$ cat src/rtl/rle_pkg.sv
`timescale 1ns / 1ps
// Shared types, constants and helpers for the run-length decimal codec.
// No dependencies; imported by every module of the block.
package rle_pkg;

	// Widths fixed by the byte stream and the run counters
	localparam int BYTE_W = 8;
	localparam int LEN_W  = 7;
	localparam int STAT_W = 2;

	// Default run cap (valid range 1 to 99)
	localparam int MAX_RUN_DEF = 64;

	// Result status codes
	localparam logic [STAT_W-1:0] STAT_OK   = 2'd0;
	localparam logic [STAT_W-1:0] STAT_CLIP = 2'd1;
	localparam logic [STAT_W-1:0] STAT_END  = 2'd2;

	// Codec direction
	localparam logic MODE_COMPRESS   = 1'b0;
	localparam logic MODE_DECOMPRESS = 1'b1;

	localparam logic [BYTE_W-1:0] ASCII_ZERO = 8'h30;
	localparam logic [BYTE_W-1:0] ASCII_NINE = 8'h39;

	// Number of result kinds, one pending flag each
	localparam int NUM_KIND = 8;

	// Sequencer states; each busy state emits one kind of result
	typedef enum logic [3:0] {
		ST_IDLE,
		ST_A_TENS,
		ST_A_ONES,
		ST_A_BYTE,
		ST_B_TENS,
		ST_B_ONES,
		ST_B_BYTE,
		ST_REP,
		ST_END
	} state_t;

	typedef logic [NUM_KIND-1:0] kind_flags_t;

	// Controller to datapath
	typedef struct packed {
		logic   accept;
		logic   emit;
		state_t emit_sel;
		logic   emit_last;
	} rle_cmd_t;

	// Datapath to controller
	typedef struct packed {
		kind_flags_t plan;
		kind_flags_t pend;
		logic        rep_more;
		logic        out_free;
		logic        last;
	} rle_sts_t;

	// Pending result kinds for two flushed runs, a repeat and an end marker
	function automatic kind_flags_t kind_flags(
		input logic [LEN_W-1:0] a_len,
		input logic [LEN_W-1:0] b_len,
		input logic [LEN_W-1:0] rep_cnt,
		input logic             end_mark
	);
		kind_flags_t f;
		f[0] = (a_len >= LEN_W'(10));
		f[1] = (a_len >= LEN_W'(2));
		f[2] = (a_len != '0);
		f[3] = (b_len >= LEN_W'(10));
		f[4] = (b_len >= LEN_W'(2));
		f[5] = (b_len != '0);
		f[6] = (rep_cnt != '0);
		f[7] = end_mark;
		return f;
	endfunction

	// First pending kind in emission order
	function automatic state_t pick_state(input kind_flags_t f);
		state_t s;
		priority if (f[0]) s = ST_A_TENS;
		else if (f[1])     s = ST_A_ONES;
		else if (f[2])     s = ST_A_BYTE;
		else if (f[3])     s = ST_B_TENS;
		else if (f[4])     s = ST_B_ONES;
		else if (f[5])     s = ST_B_BYTE;
		else if (f[6])     s = ST_REP;
		else if (f[7])     s = ST_END;
		else               s = ST_IDLE;
		return s;
	endfunction

	// Kinds still to come after the given state
	function automatic kind_flags_t later_mask(input state_t s);
		kind_flags_t m;
		unique case (s)
			ST_A_TENS: m = 8'b1111_1110;
			ST_A_ONES: m = 8'b1111_1100;
			ST_A_BYTE: m = 8'b1111_1000;
			ST_B_TENS: m = 8'b1111_0000;
			ST_B_ONES: m = 8'b1110_0000;
			ST_B_BYTE: m = 8'b1100_0000;
			ST_REP:    m = 8'b1000_0000;
			default:   m = 8'b0000_0000;
		endcase
		return m;
	endfunction

endpackage

$ cat src/rtl/rle_ctrl.sv
`timescale 1ns / 1ps
// Controller: sequences the results of one transaction, one per cycle when free.
// Depends on rle_pkg; commands rle_datapath through rle_cmd_t.
module rle_ctrl import rle_pkg::*; (
	input  logic     clk,
	input  logic     arst_n,
	input  logic     in_valid,
	output logic     in_ready,
	input  rle_sts_t sts,
	output rle_cmd_t cmd
);

	state_t state_q, state_d;
	state_t after_emit;
	logic   can_emit;

	// Where the sequence goes once the current result is out
	always_comb begin
		if ((state_q == ST_REP) && sts.rep_more) begin
			after_emit = ST_REP;
		end else begin
			after_emit = pick_state(sts.pend & later_mask(state_q));
		end
		can_emit = (state_q != ST_IDLE) && sts.out_free;
	end

	// Next state
	always_comb begin
		state_d = state_q;
		if (state_q == ST_IDLE) begin
			if (in_valid) begin
				state_d = pick_state(sts.plan);
			end
		end else if (can_emit) begin
			state_d = after_emit;
		end
	end

	always_ff @(posedge clk or negedge arst_n) begin
		if (!arst_n) begin
			state_q <= ST_IDLE;
		end else begin
			state_q <= state_d;
		end
	end

	// Outputs
	always_comb begin
		in_ready      = (state_q == ST_IDLE);
		cmd.accept    = in_valid && (state_q == ST_IDLE);
		cmd.emit      = can_emit;
		cmd.emit_sel  = state_q;
		cmd.emit_last = sts.last && (after_emit == ST_IDLE);
	end

endmodule
$ cat config.mk
export PLATFORM = sky130hd
export DESIGN_NAME = rle_ctrl
export DESIGN_NICKNAME = d
export VERILOG_FILES = /design/src/rtl/rle_pkg.sv /design/src/rtl/rle_ctrl.sv
export SDC_FILE = /design/constraint.sdc
export NUM_CORES = 1
export LEC_CHECK = 0
export ABC_CLOCK_PERIOD_IN_PS = 2700
export BUFFER_PORTS_ARGS = -buffer_cell sky130_fd_sc_hd__buf_2
export CORE_MARGIN = 2
export CORE_UTILIZATION = 41
export CTS_BUF_LIST = sky130_fd_sc_hd__clkbuf_8
export CTS_CLUSTER_SIZE = 10
export DETAILED_ROUTE_END_ITERATION = 10
export PLACE_DENSITY = 0.75
export SYNTH_ARGS = -nofsm -noshare
export SYNTH_HDL_FRONTEND = slang
export SYNTH_SLANG_ARGS = --single-unit
$ cat constraint.sdc
create_clock -name clk -period 2.7 [get_ports clk]
set_input_delay 0.27 -clock clk [delete_from_list [all_inputs] [get_ports clk]]
set_output_delay 0.27 -clock clk [all_outputs]
set_load 0.03 [all_outputs]
==> run_summary.xml <==
<?xml version="1.0" encoding="UTF-8"?>
<metrics>
  <group name="pwr">
    <metric name="power_per_cell_area" unit="nW/um^2">1070</metric>
    <metric name="pwr-share-comb" unit="">0.601</metric>
    <metric name="vdd_drop_max" unit="V">0.000393</metric>
    <metric name="internal-power" unit="uW">380</metric>
    <metric name="p_sw_frac" unit="">0.509</metric>
    <metric name="switchingPower" unit="uW">394</metric>
    <metric name="leakage" unit="uW">0.000333</metric>
    <metric name="share_seq_of_total_power" unit="">0.239</metric>
    <metric name="pwr-share-clk" unit="">0.160</metric>
  </group>
  <group name="timing">
    <metric name="finalMaxSlewViolations" unit="">0</metric>
    <metric name="max_freq" unit="MHz">405</metric>
    <metric name="transition_time_at_the_pin_with_the_least_slew_margin" unit="ps">453</metric>
    <metric name="setup_viol" unit="">0</metric>
    <metric name="finalCritPeriodShare" unit="">0.914</metric>
    <metric name="slew_headroom" unit="">0.698</metric>
    <metric name="grt_setup_unrepaired" unit="">no</metric>
    <metric name="layout_min_cycle_time" unit="ps">2470</metric>
    <metric name="final_hold_viol_count" unit="">0</metric>
    <metric name="holdWs" unit="ps">340</metric>
    <metric name="timing.clock.skew" unit="ps">1.90</metric>
    <metric name="setup_tns" unit="ps">0</metric>
  </group>
  <group name="synthesis">
    <metric name="synth_sequential_area_ratio" unit="">0.183</metric>
    <metric name="synthFlopType" unit="">sky130_fd_sc_hd__dfrtp_1</metric>
    <metric name="yosys_warnings" unit="">0</metric>
    <metric name="post_synthesis_cells" unit="">76</metric>
    <metric name="synth_mux_area_frac" unit="">0</metric>
    <metric name="synth_compound_area_frac" unit="">0.358</metric>
    <metric name="netlist-cell-type-count" unit="">40</metric>
    <metric name="synth_simple_gate_area_frac" unit="">0.356</metric>
    <metric name="synth_edf_count" unit="">0</metric>
    <metric name="largest_family_of_logic_cells_by_synthesized_area" unit="">compound AO/OA/AOI/OAI gates</metric>
    <metric name="synth_fp_nets" unit="">98</metric>
    <metric name="yosys.area_share.adder" unit="">0</metric>
    <metric name="async_sr_flop_fraction" unit="">1.00</metric>
    <metric name="syn_area_per_cell" unit="um^2">7.18</metric>
    <metric name="synthesized_flop_and_latch_total" unit="">4</metric>
    <metric name="post_syn_area" unit="um^2">546</metric>
    <metric name="yosys.area_share.xor_xnor" unit="">0</metric>
  </group>
  <group name="route">
    <metric name="dr_total_vias" unit="">661</metric>
    <metric name="drcViolationCount" unit="">0</metric>
    <metric name="routedWlPerCell" unit="um">11.1</metric>
    <metric name="route.final.wire_length" unit="mm">1.31</metric>
    <metric name="drtIter0Drc" unit="">20</metric>
    <metric name="drt_pass1_iterations" unit="">4</metric>
    <metric name="detail_route.vias_per_cell" unit="">5.60</metric>
    <metric name="antenna_left" unit="">0</metric>
  </group>
  <group name="cts">
    <metric name="htree_num_levels" unit="">1</metric>
    <metric name="cts-root-to-sink-buffers" unit="">2</metric>
    <metric name="cts_buffers" unit="">3</metric>
    <metric name="tritoncts" unit="">yes</metric>
    <metric name="cts_hold_buf" unit="">1</metric>
    <metric name="cts.repair.resized" unit="">0</metric>
    <metric name="cts.reportedPaths.clkPinSlew" unit="ps">30</metric>
    <metric name="clock_insertion_delay_worst_skew" unit="ps">220</metric>
    <metric name="post_cts_buffers" unit="">0</metric>
    <metric name="cts-root-buf" unit="">sky130_fd_sc_hd__clkbuf_8</metric>
    <metric name="clock_sink_count" unit="">4</metric>
  </group>
  <group name="setup_path">
    <metric name="crit_required" unit="ps">2430</metric>
    <metric name="delay_of_the_slowest_critical_path_stage" unit="ps">610</metric>
    <metric name="r2r-start" unit="">state_q[1]$_DFFE_PN0P_</metric>
    <metric name="crit_slowest_cell" unit="">sky130_fd_sc_hd__dfrtp_1</metric>
    <metric name="worst-path-max-fanout" unit="">16</metric>
    <metric name="r2r_setup_slack" unit="ps">750</metric>
    <metric name="critical_path.reg2reg.endpoint" unit="">state_q[1]$_DFFE_PN0P_</metric>
    <metric name="worst_path_cell_chain" unit="">or2b_1 &gt; o22ai_1 &gt; and2_1 &gt; or4_1 &gt; and4_1 &gt; buf_2</metric>
    <metric name="timing.critical_path.from_type" unit="">flip-flop</metric>
    <metric name="worst-setup-path-type" unit="">reg2out</metric>
    <metric name="timing.critical_path.to_type" unit="">primary output</metric>
    <metric name="critPathArrivalTime" unit="ps">2200</metric>
    <metric name="worstRegToRegCells" unit="">6</metric>
  </group>
  <group name="finish">
    <metric name="drive_above_1_share" unit="">0.359</metric>
    <metric name="area.growth.synth_to_final" unit="%">32.3</metric>
    <metric name="final_nets" unit="">127</metric>
    <metric name="reg.largest.list" unit="">state_q: 4 flops</metric>
    <metric name="number_of_inserted_filler_cells_in_the_final_layout" unit="">112</metric>
    <metric name="regMostFlops" unit="">state_q</metric>
    <metric name="diodes" unit="">0</metric>
    <metric name="largest_register_ff_count" unit="">4</metric>
  </group>
  <group name="global_routing">
    <metric name="grt_start_max_net_pins" unit="">17</metric>
    <metric name="wire_length_of_the_first_global_routing_pass" unit="mm">2.05</metric>
    <metric name="grt_util_all_layers" unit="">0.182</metric>
    <metric name="antenna_found_initial" unit="">0</metric>
    <metric name="grt_pass1_vias" unit="">549</metric>
    <metric name="global_route.overflow_total" unit="">0</metric>
  </group>
  <group name="placement">
    <metric name="port_buffers" unit="">28</metric>
    <metric name="gp_congestion" unit="">0.793</metric>
    <metric name="post-dp-hpwl" unit="mm">1.01</metric>
  </group>
  <group name="run">
    <metric name="maxCapViolations" unit="">0</metric>
  </group>
  <group name="outcome">
    <metric name="outcome" unit="">finished, final reports clean</metric>
  </group>
  <group name="floorplan">
    <metric name="boundaryPins" unit="">30</metric>
    <metric name="chipWidth" unit="um">40.5</metric>
    <metric name="fp.coreArea" unit="um^2">1270</metric>
    <metric name="dieHeight" unit="um">40.5</metric>
    <metric name="die_ar" unit="um^2">1640</metric>
    <metric name="starting_density_of_the_core" unit="">0.430</metric>
    <metric name="std_cell_rows" unit="">13</metric>
  </group>
  <group name="min_path">
    <metric name="worst_hold_startpoint" unit="">sts[18]</metric>
    <metric name="min_to" unit="">state_q[3]$_DFFE_PN0P_</metric>
    <metric name="cells_on_worst_hold_path" unit="">3</metric>
    <metric name="hp-class" unit="">in2reg</metric>
  </group>
</metrics>
## per-layer routing
metal	up-vias	part of all wire	GRT usage	wire (um)
li1	342	-	-	-
met1	286	0.46	0.215	606
met2	31	0.44	0.325	575
met3	2	0.090	0.0389	118
met4	0	0.0099	0.0500	13
met5	-	0	0	0
## power by group through the flow
stage                     Sequential, uW  Clock, uW  Combinational (uW)
after floorplan                      184          0                 365
after global placement               181          0                 457
after detailed placement             182          0                 461
after CTS                            182        125                 464
after global routing                 196        132                 509
final                                185        123                 465
## per-stage QoR
stage                     power, uW  instance area (um^2)  setup WS [ps]  std cells  utilization
final                           773                   722            232        118        0.569
after global routing            837                   722           96.1        118        0.569
after CTS                       771                   722            252        118        0.569
after detailed placement        643                   671            481        114        0.529
after global placement          638                   671            480        114        0.529
after floorplan                 549                   546            540         76            -
## cell usage after synthesis, types with 2 or more instances
library cell	instances	area, um^2
sky130_fd_sc_hd__or2_0	2	12.5
sky130_fd_sc_hd__a211oi_1	3	22.5
sky130_fd_sc_hd__nor3_1	2	10.0
sky130_fd_sc_hd__nand2b_1	2	12.5
sky130_fd_sc_hd__dfrtp_1	4	100
sky130_fd_sc_hd__inv_1	5	18.8
sky130_fd_sc_hd__o21ai_0	3	15.0
sky130_fd_sc_hd__a21oi_1	7	35.0
sky130_fd_sc_hd__buf_2	3	15.0
sky130_fd_sc_hd__o31ai_1	3	22.5
sky130_fd_sc_hd__a31oi_1	3	18.8
sky130_fd_sc_hd__nand3_1	2	10.0
sky130_fd_sc_hd__nand2_1	3	11.3
sky130_fd_sc_hd__nor2_1	8	30.0
## critical path, delay by kind of cell (launching register included)
kind            cells  cell delay (ps)
simple gates        4             1120
flops               1              610
buf+inv             1              170
compound gates      1               80
## cell usage in the layout (no fill, tap or decap), types with 2 or more instances in the layout
master and instances:
sky130_fd_sc_hd__or2_0 2, sky130_fd_sc_hd__o21ai_0 3, sky130_fd_sc_hd__nand2_1 3, sky130_fd_sc_hd__nand2b_1 2, sky130_fd_sc_hd__nor2_1 8, sky130_fd_sc_hd__nor3_1 2, sky130_fd_sc_hd__nand3_1 2, sky130_fd_sc_hd__dfrtp_1 4
sky130_fd_sc_hd__o31ai_1 3, sky130_fd_sc_hd__inv_1 5, sky130_fd_sc_hd__a21oi_1 7, sky130_fd_sc_hd__a211oi_1 3, sky130_fd_sc_hd__buf_2 28, sky130_fd_sc_hd__a31oi_1 3, sky130_fd_sc_hd__clkbuf_8 3
## cells by family after synthesis
logic type	count (synthesis)
DFF	4
buffers and inverters	11
AOI/OAI and AO/OA	28
and+or+nand+nor	33
## final cells by class
cell class	count	area [um^2]	area share
clock buffer	3	41.3	0.0572
inverter	6	22.5	0.0312
multi-input combinational	61	389	0.539
sequential	4	100	0.139
tap	15	18.8	0.0260
timing repair buffer	29	150	0.208
## how the worst max path moves through the flow
stage             end              startpoint  depth (start not counted)  slack (ps)
2_1_floorplan  cmd[0]  state_q[0]$_DFFE_PN0P_                          6         540
3_3_place_gp   cmd[0]  state_q[1]$_DFFE_PN0P_                          6         480
3_5_place_dp   cmd[0]  state_q[1]$_DFFE_PN0P_                          6         480
4_1_cts        cmd[0]  state_q[1]$_DFFE_PN0P_                          6         250
5_1_grt        cmd[0]  state_q[1]$_DFFE_PN0P_                          6         100
6_report       cmd[0]  state_q[1]$_DFFE_PN0P_                          6         230
Power figures use the tool's default switching activity.
