[config.mk]
export PLATFORM = sky130hd
export DESIGN_NAME = rle_datapath
export DESIGN_NICKNAME = d
export VERILOG_FILES = /design/src/rtl/rle_pkg.sv /design/src/rtl/rle_datapath.sv
export SDC_FILE = /design/constraint.sdc
export NUM_CORES = 1
export LEC_CHECK = 0
export BUFFER_PORTS_ARGS = -buffer_cell sky130_fd_sc_hd__buf_2
export CORE_MARGIN = 2
export CORE_UTILIZATION = 61
export CTS_BUF_LIST = sky130_fd_sc_hd__clkbuf_4 sky130_fd_sc_hd__clkbuf_8
export CTS_CLUSTER_DIAMETER = 200
export CTS_CLUSTER_SIZE = 40
export DETAILED_ROUTE_END_ITERATION = 16
export PLACE_DENSITY = 0.82
export SLEW_MARGIN = 20
export SYNTH_ARGS = -nofsm -noshare
export SYNTH_HDL_FRONTEND = slang
export SYNTH_SLANG_ARGS = --single-unit
[constraint.sdc]
create_clock -name clk -period 6.55 [get_ports clk]
set_input_delay 1.6375 -clock clk [delete_from_list [all_inputs] [get_ports clk]]
set_output_delay 1.6375 -clock clk [all_outputs]
set_load 0.03 [all_outputs]
[src/rtl/rle_pkg.sv]
`timescale 1ns / 1ps
// Shared types, constants and helpers for the run-length decimal codec.
// No dependencies; imported by every module of the block.
package rle_pkg;

	// Widths fixed by the byte stream and the run counters
	localparam int BYTE_W = 8;
	localparam int LEN_W  = 7;
	localparam int STAT_W = 2;

	// Default run cap (valid range 1 to 99)
	localparam int MAX_RUN_DEF = 64;

	// Result status codes
	localparam logic [STAT_W-1:0] STAT_OK   = 2'd0;
	localparam logic [STAT_W-1:0] STAT_CLIP = 2'd1;
	localparam logic [STAT_W-1:0] STAT_END  = 2'd2;

	// Codec direction
	localparam logic MODE_COMPRESS   = 1'b0;
	localparam logic MODE_DECOMPRESS = 1'b1;

	localparam logic [BYTE_W-1:0] ASCII_ZERO = 8'h30;
	localparam logic [BYTE_W-1:0] ASCII_NINE = 8'h39;

	// Number of result kinds, one pending flag each
	localparam int NUM_KIND = 8;

	// Sequencer states; each busy state emits one kind of result
	typedef enum logic [3:0] {
		ST_IDLE,
		ST_A_TENS,
		ST_A_ONES,
		ST_A_BYTE,
		ST_B_TENS,
		ST_B_ONES,
		ST_B_BYTE,
		ST_REP,
		ST_END
	} state_t;

	typedef logic [NUM_KIND-1:0] kind_flags_t;

	// Controller to datapath
	typedef struct packed {
		logic   accept;
		logic   emit;
		state_t emit_sel;
		logic   emit_last;
	} rle_cmd_t;

	// Datapath to controller
	typedef struct packed {
		kind_flags_t plan;
		kind_flags_t pend;
		logic        rep_more;
		logic        out_free;
		logic        last;
	} rle_sts_t;

	// Pending result kinds for two flushed runs, a repeat and an end marker
	function automatic kind_flags_t kind_flags(
		input logic [LEN_W-1:0] a_len,
		input logic [LEN_W-1:0] b_len,
		input logic [LEN_W-1:0] rep_cnt,
		input logic             end_mark
	);
		kind_flags_t f;
		f[0] = (a_len >= LEN_W'(10));
		f[1] = (a_len >= LEN_W'(2));
		f[2] = (a_len != '0);
		f[3] = (b_len >= LEN_W'(10));
		f[4] = (b_len >= LEN_W'(2));
		f[5] = (b_len != '0);
		f[6] = (rep_cnt != '0);
		f[7] = end_mark;
		return f;
	endfunction

	// First pending kind in emission order
	function automatic state_t pick_state(input kind_flags_t f);
		state_t s;
		priority if (f[0]) s = ST_A_TENS;
		else if (f[1])     s = ST_A_ONES;
		else if (f[2])     s = ST_A_BYTE;
		else if (f[3])     s = ST_B_TENS;
		else if (f[4])     s = ST_B_ONES;
		else if (f[5])     s = ST_B_BYTE;
		else if (f[6])     s = ST_REP;
		else if (f[7])     s = ST_END;
		else               s = ST_IDLE;
		return s;
	endfunction

	// Kinds still to come after the given state
	function automatic kind_flags_t later_mask(input state_t s);
		kind_flags_t m;
		unique case (s)
			ST_A_TENS: m = 8'b1111_1110;
			ST_A_ONES: m = 8'b1111_1100;
			ST_A_BYTE: m = 8'b1111_1000;
			ST_B_TENS: m = 8'b1111_0000;
			ST_B_ONES: m = 8'b1110_0000;
			ST_B_BYTE: m = 8'b1100_0000;
			ST_REP:    m = 8'b1000_0000;
			default:   m = 8'b0000_0000;
		endcase
		return m;
	endfunction

endpackage

[src/rtl/rle_datapath.sv]
`timescale 1ns / 1ps
// Datapath: stream state, per-transaction result plan, digit split, output register.
// Depends on rle_pkg; driven by rle_ctrl through rle_cmd_t.
module rle_datapath import rle_pkg::*; #(
	parameter int MAX_RUN = MAX_RUN_DEF
) (
	input  logic              clk,
	input  logic              arst_n,
	input  logic              cfg_we,
	input  logic              cfg_wdata,
	input  logic [BYTE_W-1:0] in_byte,
	input  logic              in_last,
	input  rle_cmd_t          cmd,
	output rle_sts_t          sts,
	output logic              out_valid,
	input  logic              out_ready,
	output logic [BYTE_W-1:0] out_byte,
	output logic              out_last,
	output logic [STAT_W-1:0] out_status
);

	localparam logic [LEN_W-1:0] CAP    = LEN_W'(MAX_RUN);
	localparam logic [9:0]       CAP_10 = 10'(MAX_RUN);

	// Stream state
	logic              mode_q;
	logic [BYTE_W-1:0] run_value_q;
	logic [LEN_W-1:0]  run_length_q;
	logic [LEN_W-1:0]  count_accum_q;
	logic              digits_seen_q;
	logic              count_clipped_q;

	// Plan of the transaction in progress
	logic [BYTE_W-1:0] a_val_q, b_val_q, rep_byte_q;
	logic [LEN_W-1:0]  a_len_q, b_len_q, rep_cnt_q;
	logic              rep_clip_q, end_q, last_q;

	// Output register
	logic              out_valid_q;
	logic [BYTE_W-1:0] out_byte_q;
	logic              out_last_q;
	logic [STAT_W-1:0] out_status_q;

	// Next values for an accepted transaction
	logic [BYTE_W-1:0] a_val_n, b_val_n, rep_byte_n, run_value_n;
	logic [LEN_W-1:0]  a_len_n, b_len_n, rep_cnt_n, run_length_n, count_accum_n;
	logic              rep_clip_n, end_n, digits_seen_n, count_clipped_n;

	// Compress terms
	logic              flush_a;
	logic [LEN_W-1:0]  new_len;
	logic              flush_b;

	// Decompress terms
	logic              is_digit;
	logic [LEN_W-1:0]  acc_base;
	logic [9:0]        acc_10;
	logic [LEN_W-1:0]  times;

	// Digit split
	logic [LEN_W-1:0]  split_len;
	logic [14:0]       split_prod;
	logic [3:0]        tens;
	logic [LEN_W-1:0]  ones_full;

	logic [BYTE_W-1:0] item_byte;
	logic [STAT_W-1:0] item_status;

	// Compress: flush the old run on a change, then the new run at the cap or at the end
	always_comb begin
		flush_a = (run_length_q != '0) && ((in_byte != run_value_q) || (run_length_q >= CAP));
		new_len = ((run_length_q == '0) || flush_a) ? LEN_W'(1) : run_length_q + LEN_W'(1);
		flush_b = (new_len >= CAP) || in_last;
	end

	// Decompress: decimal accumulate with saturation
	always_comb begin
		is_digit = (in_byte >= ASCII_ZERO) && (in_byte <= ASCII_NINE);
		acc_base = digits_seen_q ? count_accum_q : '0;
		acc_10   = {acc_base, 3'b000} + {2'b00, acc_base, 1'b0} + {6'b0, in_byte[3:0]};
		times    = digits_seen_q ? count_accum_q : LEN_W'(1);
	end

	// Next state and result plan
	always_comb begin
		run_value_n     = run_value_q;
		run_length_n    = run_length_q;
		count_accum_n   = count_accum_q;
		digits_seen_n   = digits_seen_q;
		count_clipped_n = count_clipped_q;
		a_val_n         = run_value_q;
		a_len_n         = '0;
		b_val_n         = in_byte;
		b_len_n         = '0;
		rep_byte_n      = in_byte;
		rep_cnt_n       = '0;
		rep_clip_n      = count_clipped_q;
		end_n           = 1'b0;
		if (mode_q == MODE_COMPRESS) begin
			a_len_n      = flush_a ? run_length_q : '0;
			run_value_n  = ((run_length_q == '0) || flush_a) ? in_byte : run_value_q;
			b_val_n      = run_value_n;
			b_len_n      = flush_b ? new_len : '0;
			run_length_n = flush_b ? '0 : new_len;
		end else begin
			if (is_digit) begin
				if (acc_10 > CAP_10) begin
					count_accum_n   = CAP;
					count_clipped_n = 1'b1;
				end else begin
					count_accum_n = acc_10[LEN_W-1:0];
				end
				digits_seen_n = 1'b1;
			end else begin
				rep_cnt_n       = times;
				count_accum_n   = '0;
				digits_seen_n   = 1'b0;
				count_clipped_n = 1'b0;
			end
			if (in_last) begin
				end_n           = is_digit || (times == '0);
				count_accum_n   = '0;
				digits_seen_n   = 1'b0;
				count_clipped_n = 1'b0;
			end
		end
	end

	// Stream state and plan registers
	always_ff @(posedge clk or negedge arst_n) begin
		if (!arst_n) begin
			mode_q          <= MODE_COMPRESS;
			run_value_q     <= '0;
			run_length_q    <= '0;
			count_accum_q   <= '0;
			digits_seen_q   <= 1'b0;
			count_clipped_q <= 1'b0;
			a_len_q         <= '0;
			b_len_q         <= '0;
			rep_cnt_q       <= '0;
			end_q           <= 1'b0;
			last_q          <= 1'b0;
		end else if (cfg_we) begin
			mode_q          <= cfg_wdata;
			run_value_q     <= '0;
			run_length_q    <= '0;
			count_accum_q   <= '0;
			digits_seen_q   <= 1'b0;
			count_clipped_q <= 1'b0;
		end else if (cmd.accept) begin
			run_value_q     <= run_value_n;
			run_length_q    <= run_length_n;
			count_accum_q   <= count_accum_n;
			digits_seen_q   <= digits_seen_n;
			count_clipped_q <= count_clipped_n;
			a_len_q         <= a_len_n;
			b_len_q         <= b_len_n;
			rep_cnt_q       <= rep_cnt_n;
			end_q           <= end_n;
			last_q          <= in_last;
		end else if (cmd.emit && (cmd.emit_sel == ST_REP)) begin
			rep_cnt_q <= rep_cnt_q - LEN_W'(1);
		end
	end

	// Plan payload
	always_ff @(posedge clk) begin
		if (cmd.accept) begin
			a_val_q    <= a_val_n;
			b_val_q    <= b_val_n;
			rep_byte_q <= rep_byte_n;
			rep_clip_q <= rep_clip_n;
		end
	end

	// Decimal split of a run length: tens by reciprocal multiply
	always_comb begin
		split_len  = ((cmd.emit_sel == ST_A_TENS) || (cmd.emit_sel == ST_A_ONES)) ?
			a_len_q : b_len_q;
		split_prod = 15'(split_len) * 15'd205;
		tens       = split_prod[14:11];
		ones_full  = split_len - {tens[3:0], 3'b000} - {2'b00, tens[3:0], 1'b0};
	end

	// Result selection
	always_comb begin
		item_byte   = '0;
		item_status = STAT_OK;
		unique case (cmd.emit_sel)
			ST_A_TENS, ST_B_TENS: item_byte = ASCII_ZERO + {4'b0000, tens};
			ST_A_ONES, ST_B_ONES: item_byte = ASCII_ZERO + {4'b0000, ones_full[3:0]};
			ST_A_BYTE:            item_byte = a_val_q;
			ST_B_BYTE:            item_byte = b_val_q;
			ST_REP: begin
				item_byte   = rep_byte_q;
				item_status = rep_clip_q ? STAT_CLIP : STAT_OK;
			end
			ST_END:               item_status = STAT_END;
			default:              item_byte = '0;
		endcase
	end

	// Output register
	always_ff @(posedge clk or negedge arst_n) begin
		if (!arst_n) begin
			out_valid_q <= 1'b0;
		end else if (cmd.emit) begin
			out_valid_q <= 1'b1;
		end else if (out_ready) begin
			out_valid_q <= 1'b0;
		end
	end

	always_ff @(posedge clk) begin
		if (cmd.emit) begin
			out_byte_q   <= item_byte;
			out_last_q   <= cmd.emit_last;
			out_status_q <= item_status;
		end
	end

	// Status to the controller
	always_comb begin
		sts.plan     = kind_flags(a_len_n, b_len_n, rep_cnt_n, end_n);
		sts.pend     = kind_flags(a_len_q, b_len_q, rep_cnt_q, end_q);
		sts.rep_more = (rep_cnt_q > LEN_W'(1));
		sts.out_free = !out_valid_q || out_ready;
		sts.last     = last_q;
	end

	assign out_valid  = out_valid_q;
	assign out_byte   = out_byte_q;
	assign out_last   = out_last_q;
	assign out_status = out_status_q;

endmodule

==> results of run 1 <==
-- metal layers --
| layer | wire [um] | part of all wire | vias to the layer above | global-route usage |
|---|---|---|---|---|
| li1 | - | - | 2147 | - |
| met2 | 6570 | 0.51 | 149 | 0.483 |
| met5 | 0 | 0 | - | 0 |
| met1 | 5240 | 0.41 | 2184 | 0.340 |
| met3 | 581 | 0.046 | 35 | 0.0408 |
| met4 | 378 | 0.030 | 0 | 0.106 |
-- worst reg2reg max path, delay by kind of cell (launching register included) --
family	cells	cell delay, ns
flip-flops	1	0.42
XOR/XNOR	1	0.15
AO/OA/AOI/OAI	6	1.23
AND/OR/NAND/NOR	4	1.35
buffers and inverters	1	0.06
adder cells (fa/ha/maj)	6	1.99
-- sequential cells by signal, summed over array words and instances (netlist names), 2 cells and up --
signal,flops
a_val_n,8
a_val_q,8
b_val_q,8
out_byte,8
rep_byte_q,8
a_len_q,7
b_len_q,7
count_accum_q,7
rep_cnt_q,7
run_length_q,7
out_status,2
-- final cells by class --
type,count,area (um2),share of cell area
multi-input cells,416,3130,0.488
flip-flops and latches,85,2310,0.360
repair buffers,79,483,0.0754
inverters,38,143,0.0223
well taps,108,135,0.0211
clock buffers,9,124,0.0193
clock inverters,7,83.8,0.0131
-- cell usage after synthesis (all sizes together) (2+ instances only) --
cell type / number / share of area
clkbuf: 25 / 0.017
buf: 5 / 0.0063
dfrtp: 49 / 0.22
a311oi: 3 / 0.0047
and2: 13 / 0.015
a31oi: 4 / 0.0045
nand2b: 12 / 0.014
nor3: 16 / 0.014
mux2: 8 / 0.016
ha: 50 / 0.11
o22a: 2 / 0.0034
a31o: 4 / 0.0063
nand4: 6 / 0.0068
nor2: 41 / 0.028
xnor2: 9 / 0.014
a32o: 5 / 0.0090
o221ai: 2 / 0.0032
inv: 38 / 0.026
mux2i: 7 / 0.013
and3: 8 / 0.0099
or2: 8 / 0.0090
nand2: 62 / 0.042
o21ai: 32 / 0.029
a211o: 2 / 0.0032
nor3b: 2 / 0.0027
a22oi: 7 / 0.0095
nor2b: 5 / 0.0056
xor2: 13 / 0.022
a21oi: 31 / 0.028
a21o: 7 / 0.0097
or4: 2 / 0.0034
fa: 10 / 0.036
a211oi: 4 / 0.0054
o211ai: 2 / 0.0027
nor4: 2 / 0.0023
edfxtp: 36 / 0.19
a22o: 8 / 0.013
o31ai: 4 / 0.0054
nand3: 11 / 0.0099
-- layout by cell type, fill, tap and decap left out, types with 8 or more instances in the layout --
cell type and count:
nand3_1 11, buf_2 49, a22o_1 8, dfrtp_1 49, edfxtp_1 36, nand2b_1 12, nor2_1 39, a21oi_1 31
ha_1 47, o21ai_0 30, fa_1 9, and2_1 11, clkbuf_8 9, buf_4 29, xnor2_1 8, nor3_1 16
xor2_1 10, inv_1 34, nand2_1 61
-- worst min-delay path by stage --
| stage | startpoint | endpoint | slack (ns) | cells after the start |
|---|---|---|---|---|
| 2_1_floorplan | count_clipped_q | rep_clip_q | 0.43 | 0 |
| 3_3_place_gp | count_clipped_q | rep_clip_q | 0.44 | 0 |
| 3_5_place_dp | count_clipped_q | rep_clip_q | 0.44 | 0 |
| 4_1_cts | count_clipped_q | rep_clip_q | 0.47 | 0 |
| 5_1_grt | count_clipped_q | rep_clip_q | 0.49 | 0 |
| 6_report | count_clipped_q | rep_clip_q | 0.46 | 0 |
-- logic make-up after synthesis --
family,share of synthesized area
simple gates,0.171
mux,0.0289
compound gates,0.151
flops,0.416
fa+ha+maj,0.149
buf+inv,0.0489
xor+xnor,0.0361
-- through the flow --
step	hold slack [ns]	total power, mW	util	cell area (um2)
floorplan	0.426	0.730	-	5670
global placement	0.442	0.774	0.697	6110
detailed placement	0.440	0.784	0.697	6110
CTS	0.465	1.16	0.730	6400
global route	0.491	1.21	0.731	6400
finish	0.463	1.16	0.731	6400
-- repair_timing --
action	CTS	global route
resized for setup	14	3
pin swaps	3	0
setup endpoints to repair	1	1
setup buffers	2	0
-- power breakdown --
group | switching [mW] | leakage (nW) | internal, mW
clock network | 0.229 | 0.106 | 0.155
logic | 0.111 | 2.02 | 0.0592
registers | 0.0210 | 1.02 | 0.589
==> impl_results.md, run 1 <==
- Count of non-filler cells in the finished layout: 742
- FF+latch count, synth: 85
- Tightest Hold Check Type: flip-flop to flip-flop
- Synth Cell Area: 5550 um2
- CP endpoint kind: flip-flop
- Wire length per cell: 17.2 um
- Initial drt markers: 306
- Yosys cell types: 61
- Via Count: 4515
- GR Util All Layers: 0.274
- Vias per cell: 6.08
- Total routed wirelength: 12800 um
- Startpoint class of the critical path: input port
- Clk pin slew, worst setup/hold paths: 0.10 ns
- Depth of the worst register-to-register path: 18
- Row count: 34
- Post-DP HPWL: 9610 um
- Most common cell on crit path: ha_1
- Unrepaired setup endpoints after global routing: true
- Setup tns final: -0.213 ns
- Critical path peak fanout: 4
- Final min period: 6.76 ns
- Final setup fails: 1
- Synthesized instance count: 569
- Starting Density: 0.633
- Core Box Area: 8760 um2
- Hold Fails Final Rpt: 0
- TritonCTS Sinks: 85
- Post-CTS Hold Buffers: 0
- Number of enable flip-flop cells after synthesis: 36
- Critical setup path kind: input port to flip-flop
- IO buf count: 51
- Area grow syn2layout: 15.4%
- H-tree Lvls: 3
- Lkg Pwr: 3.15 nW
- Worst R2R Setup Slack: 1.13 ns
- Fillers: 620
- Worst Skew: 0.0201 ns
- Fin crit share: 1.03
- Crit path max-delay family: adder cells
- Main synth FF type: dfrtp_1
- Die Ht: 99.4 um
- Synthesized area per cell: 9.75 um2
- Max rail drop VDD: 0.121 mV
- Synthesized Nets: 650
- Bufs on Longest Clock Path: 2
- CP Capture Point: out_byte[3]
- Failing checks: setup timing
- CP Data Required Time: 6.69 ns
- CTS buffer count: 9
- Worst slew pin tran: 0.800 ns
- Cell Chain, Critical Path: buf_2, buf_4, xnor2_4, o21ai_2, and2_4, ha_1, inv_2, fa_2, ha_1, ha_1, ha_1, a21o_1, a211o_1, or4b_4, a31o_4, xor2_2, ha_1, and2_4, or4_4, a211o_1, a31o_1
- Crit path max-delay cell type: fa_2
- Number of top-level pins: 52
- CTS tree: yes
- Slew headroom: 0.467
- Total gr overflow: 0
- Vias in the first global route: 4587
- Largest net degree at the start of global routing: 50
- Final ANT Viol Nets: 0
- Final worst slack: -0.213 ns
- Final slew viol count: 0
- Yosys warns: 0
- Status: finished with violations
- Fmax: 148 MHz
- PwrDens: 182 nW/um2
- Share of synthesized registers carrying an async set or reset: 0.576
- Register area share after synthesis: 0.416
- Worst r2r src: b_len_q[5]
- Worst setup path start: cmd[1]
- Die Area: 9880 um2
- DRC viols: 0
- Worst-Skew Late Latency: 0.38 ns
- Worst reg2reg path endpoint: out_byte[3]
- Nets: 710
- Root buf cell: clkbuf_8
- GP Congestion: 0.867
- Share of cells above drive strength 1: 0.222
- Buf/Inv on CP: 3
- # diodes: 0
- Initial DRT Pass Iterations: 5
- Antenna violations before repair: 0
- CP arrival: 6.91 ns
- Die W: 99.4 um
- Crit path largest cell delay: 0.57 ns
- Max cap viols: 0
- Critical path depth: 21
- First-pass GRT wire length: 21500 um
- Placed cells: 724
- Setup WS pre-CTS: -0.680 ns
Power figures use the tool's default switching activity.
==> run 2: changes to the inputs <==
--- a/config.mk
+++ b/config.mk
@@ -12,6 +12,7 @@
 export CTS_CLUSTER_DIAMETER = 200
 export CTS_CLUSTER_SIZE = 40
 export DETAILED_ROUTE_END_ITERATION = 16
+export MAX_ROUTING_LAYER = met4
 export PLACE_DENSITY = 0.82
 export SLEW_MARGIN = 20
 export SYNTH_ARGS = -nofsm -noshare
==> impl_results.md, run 2 (synthesis gave the netlist of run 1 again) <==
- Worst R2R Setup Slack: 1.13 ns (about the same)
- Crit path max-delay cell type: fa_2
- Crit path max-delay family: adder cells
- Final worst slack: -0.213 ns (-0.000642 ns)
- Depth of the worst register-to-register path: 18 (unchanged)
- CP endpoint kind: flip-flop
- Vias per cell: 6.07 (-0.18%)
- CTS buffer count: 9 (unchanged)
- Total routed wirelength: 12900 um (+0.87%)
- Nets: 710 (unchanged)
- Met3 Use GR: 0.0471 (+0.00632)
- CP Data Required Time: 6.69 ns (about the same)
- Fin crit share: 1.03 (about the same)
- Slew headroom: 0.457 (-0.00970)
- Failing checks: setup timing
- CP arrival: 6.91 ns (about the same)
- Worst slew pin tran: 0.814 ns (+0.0145 ns)
- TritonCTS Sinks: 85 (unchanged)
- Wire length per cell: 17.4 um (+0.87%)
- # diodes: 0 (unchanged)
- Root buf cell: clkbuf_8
- Die W: 99.4 um (unchanged)
- Fillers: 620 (unchanged)
- Core Box Area: 8760 um2 (unchanged)
- Critical setup path kind: input port to flip-flop
- H-tree Lvls: 3 (unchanged)
- Antenna violations before repair: 0 (unchanged)
- Placed cells: 724 (unchanged)
- CTS tree: yes
- Bufs on Longest Clock Path: 2 (unchanged)
- Hold Path Depth: 0 (unchanged)
- GR met2 Demand/Resource: 0.482 (-0.000520)
- Initial drt markers: 325 (+6.2%)
- Largest net degree at the start of global routing: 50 (unchanged)
- Die Area: 9880 um2 (unchanged)
- Most common cell after layout, fill and taps aside: nand2_1
- Max cap viols: 0 (unchanged)
- Lkg Pwr: 3.15 nW (unchanged)
- Post-DP HPWL: 9610 um (unchanged)
- GR Util All Layers: 0.282 (+0.00863)
- Most frequent cells in the layout: 61 x nand2_1, 49 x dfrtp_1, 49 x buf_2
- Max rail drop VDD: 0.122 mV (+0.26%)
- Worst Skew: 0.0217 ns (+0.00158 ns)
- Count of non-filler cells in the finished layout: 742 (unchanged)
- Total gr overflow: 0 (unchanged)
- PwrDens: 182 nW/um2 (+0.29%)
- Gr busiest metal: met2
- Crit path largest cell delay: 0.57 ns (about the same)
- Final min period: 6.76 ns (+0.000642 ns)
- Initial DRT Pass Iterations: 5 (unchanged)
- DRC viols: 0 (unchanged)
- Final slew viol count: 0 (unchanged)
- Area grow syn2layout: 15.4% (unchanged)
- Final ANT Viol Nets: 0 (unchanged)
- Most common cell on crit path: ha_1
- Fmax: 148 MHz (about the same)
- Startpoint class of the critical path: input port
- Hold Fails Final Rpt: 0 (unchanged)
- First-pass GRT wire length: 21500 um (+0.16%)
- Critical path depth: 21 (unchanged)
- Cell Chain, Critical Path: buf_2, buf_4, xnor2_4, o21ai_2, and2_4, ha_1, inv_2, fa_2, ha_1, ha_1, ha_1, a21o_1, a211o_1, or4b_4, a31o_4, xor2_2, ha_1, and2_4, or4_4, a211o_1, a31o_1
- Critical path peak fanout: 4 (unchanged)
- Starting Density: 0.633 (unchanged)
- Tightest Hold Check Type: flip-flop to flip-flop
- Via Count: 4507 (-0.18%)
- Die Ht: 99.4 um (unchanged)
- Clk pin slew, worst setup/hold paths: 0.10 ns (about the same)
- Final setup fails: 1 (unchanged)
- Share of cells above drive strength 1: 0.222 (unchanged)
- Vias in the first global route: 4570 (-0.37%)
- Post-CTS Hold Buffers: 0 (unchanged)
- Status: finished with violations
- Number of top-level pins: 52 (unchanged)
- GR Util met1: 0.341 (+0.00142)
- GP Congestion: 0.881 (+1.6%)
- IO buf count: 51 (unchanged)
- Total chip power: 1.17 mW (+0.29%)
- Worst-Skew Late Latency: 0.38 ns (about the same)
- Buf/Inv on CP: 3 (unchanged)
- Unrepaired setup endpoints after global routing: true
- Row count: 34 (unchanged)
[run 2: cell counts in the layout (fill, tap and decap cells not counted)]
No cell type changed its count.
[run 2: per-stage QoR]
| step | util | worst slack [ns] | instance area, um2 | setup TNS (ns) | hold WS [ns] |
|---|---|---|---|---|---|
| after floorplan | - | -0.483 | 5670 | -0.483 | 0.426 |
| after global placement | 0.697 | -0.586 | 6110 | -0.656 | 0.442 |
| after detailed placement | 0.697 | -0.680 | 6110 | -0.844 | 0.440 |
| after CTS | 0.730 | -0.172 | 6400 | -0.172 | 0.465 |
| after global routing | 0.731 | -0.351 | 6400 | -0.351 | 0.491 |
| final | 0.731 | -0.213 | 6400 | -0.213 | 0.467 |
[run 2: layout make-up]
cell class / count / area (um2) / area share
clock buffers: 9 / 124 / 0.0193
multi-input cells: 416 / 3130 / 0.488
inverters: 38 / 143 / 0.0223
well taps: 108 / 135 / 0.0211
flip-flops and latches: 85 / 2310 / 0.360
repair buffers: 79 / 483 / 0.0754
clock inverters: 7 / 83.8 / 0.0131
[run 2: metal layers]
layer | wire length [um] | part of all wire
met1 | 5310 | 0.41
met2 | 6680 | 0.52
met3 | 494 | 0.038
met4 | 388 | 0.030
met5 | 0 | 0
[run 2: path summary, 6_finish.rpt]
path / startpoint / endpoint
max in group asynchronous: arst_n / a_len_q[6]
min: count_clipped_q / rep_clip_q
min in group asynchronous: arst_n / rep_cnt_q[5]
max reg2reg: b_len_q[5] / out_byte[3]
max: cmd[1] / out_byte[3]
min reg2reg: count_clipped_q / rep_clip_q
[run 2: what timing repair did]
item / in CTS / in global routing
resized for setup: 14 / 3
setup buffers: 2 / 0
setup endpoints to repair: 1 / 1
pin swaps: 3 / 0
[run 2: worst reg2reg max path, stage by stage (launching register included)]
cell and delay [ns]:
dfrtp_1 0.42, o21ai_2 0.09, and2_4 0.19, ha_1 0.30
inv_2 0.06, fa_2 0.57, ha_1 0.23, ha_1 0.29
ha_1 0.31, a21o_1 0.17, a211o_1 0.28, or4b_4 0.54
a31o_4 0.26, xor2_2 0.15, ha_1 0.29, and2_4 0.15
or4_4 0.47, a211o_1 0.26, a31o_1 0.17
[run 2: report_power, final]
group / internal (mW) / switching [mW]
clock network: 0.155 / 0.231
registers: 0.589 / 0.0211
logic: 0.0593 / 0.112
total: 0.803 / 0.364
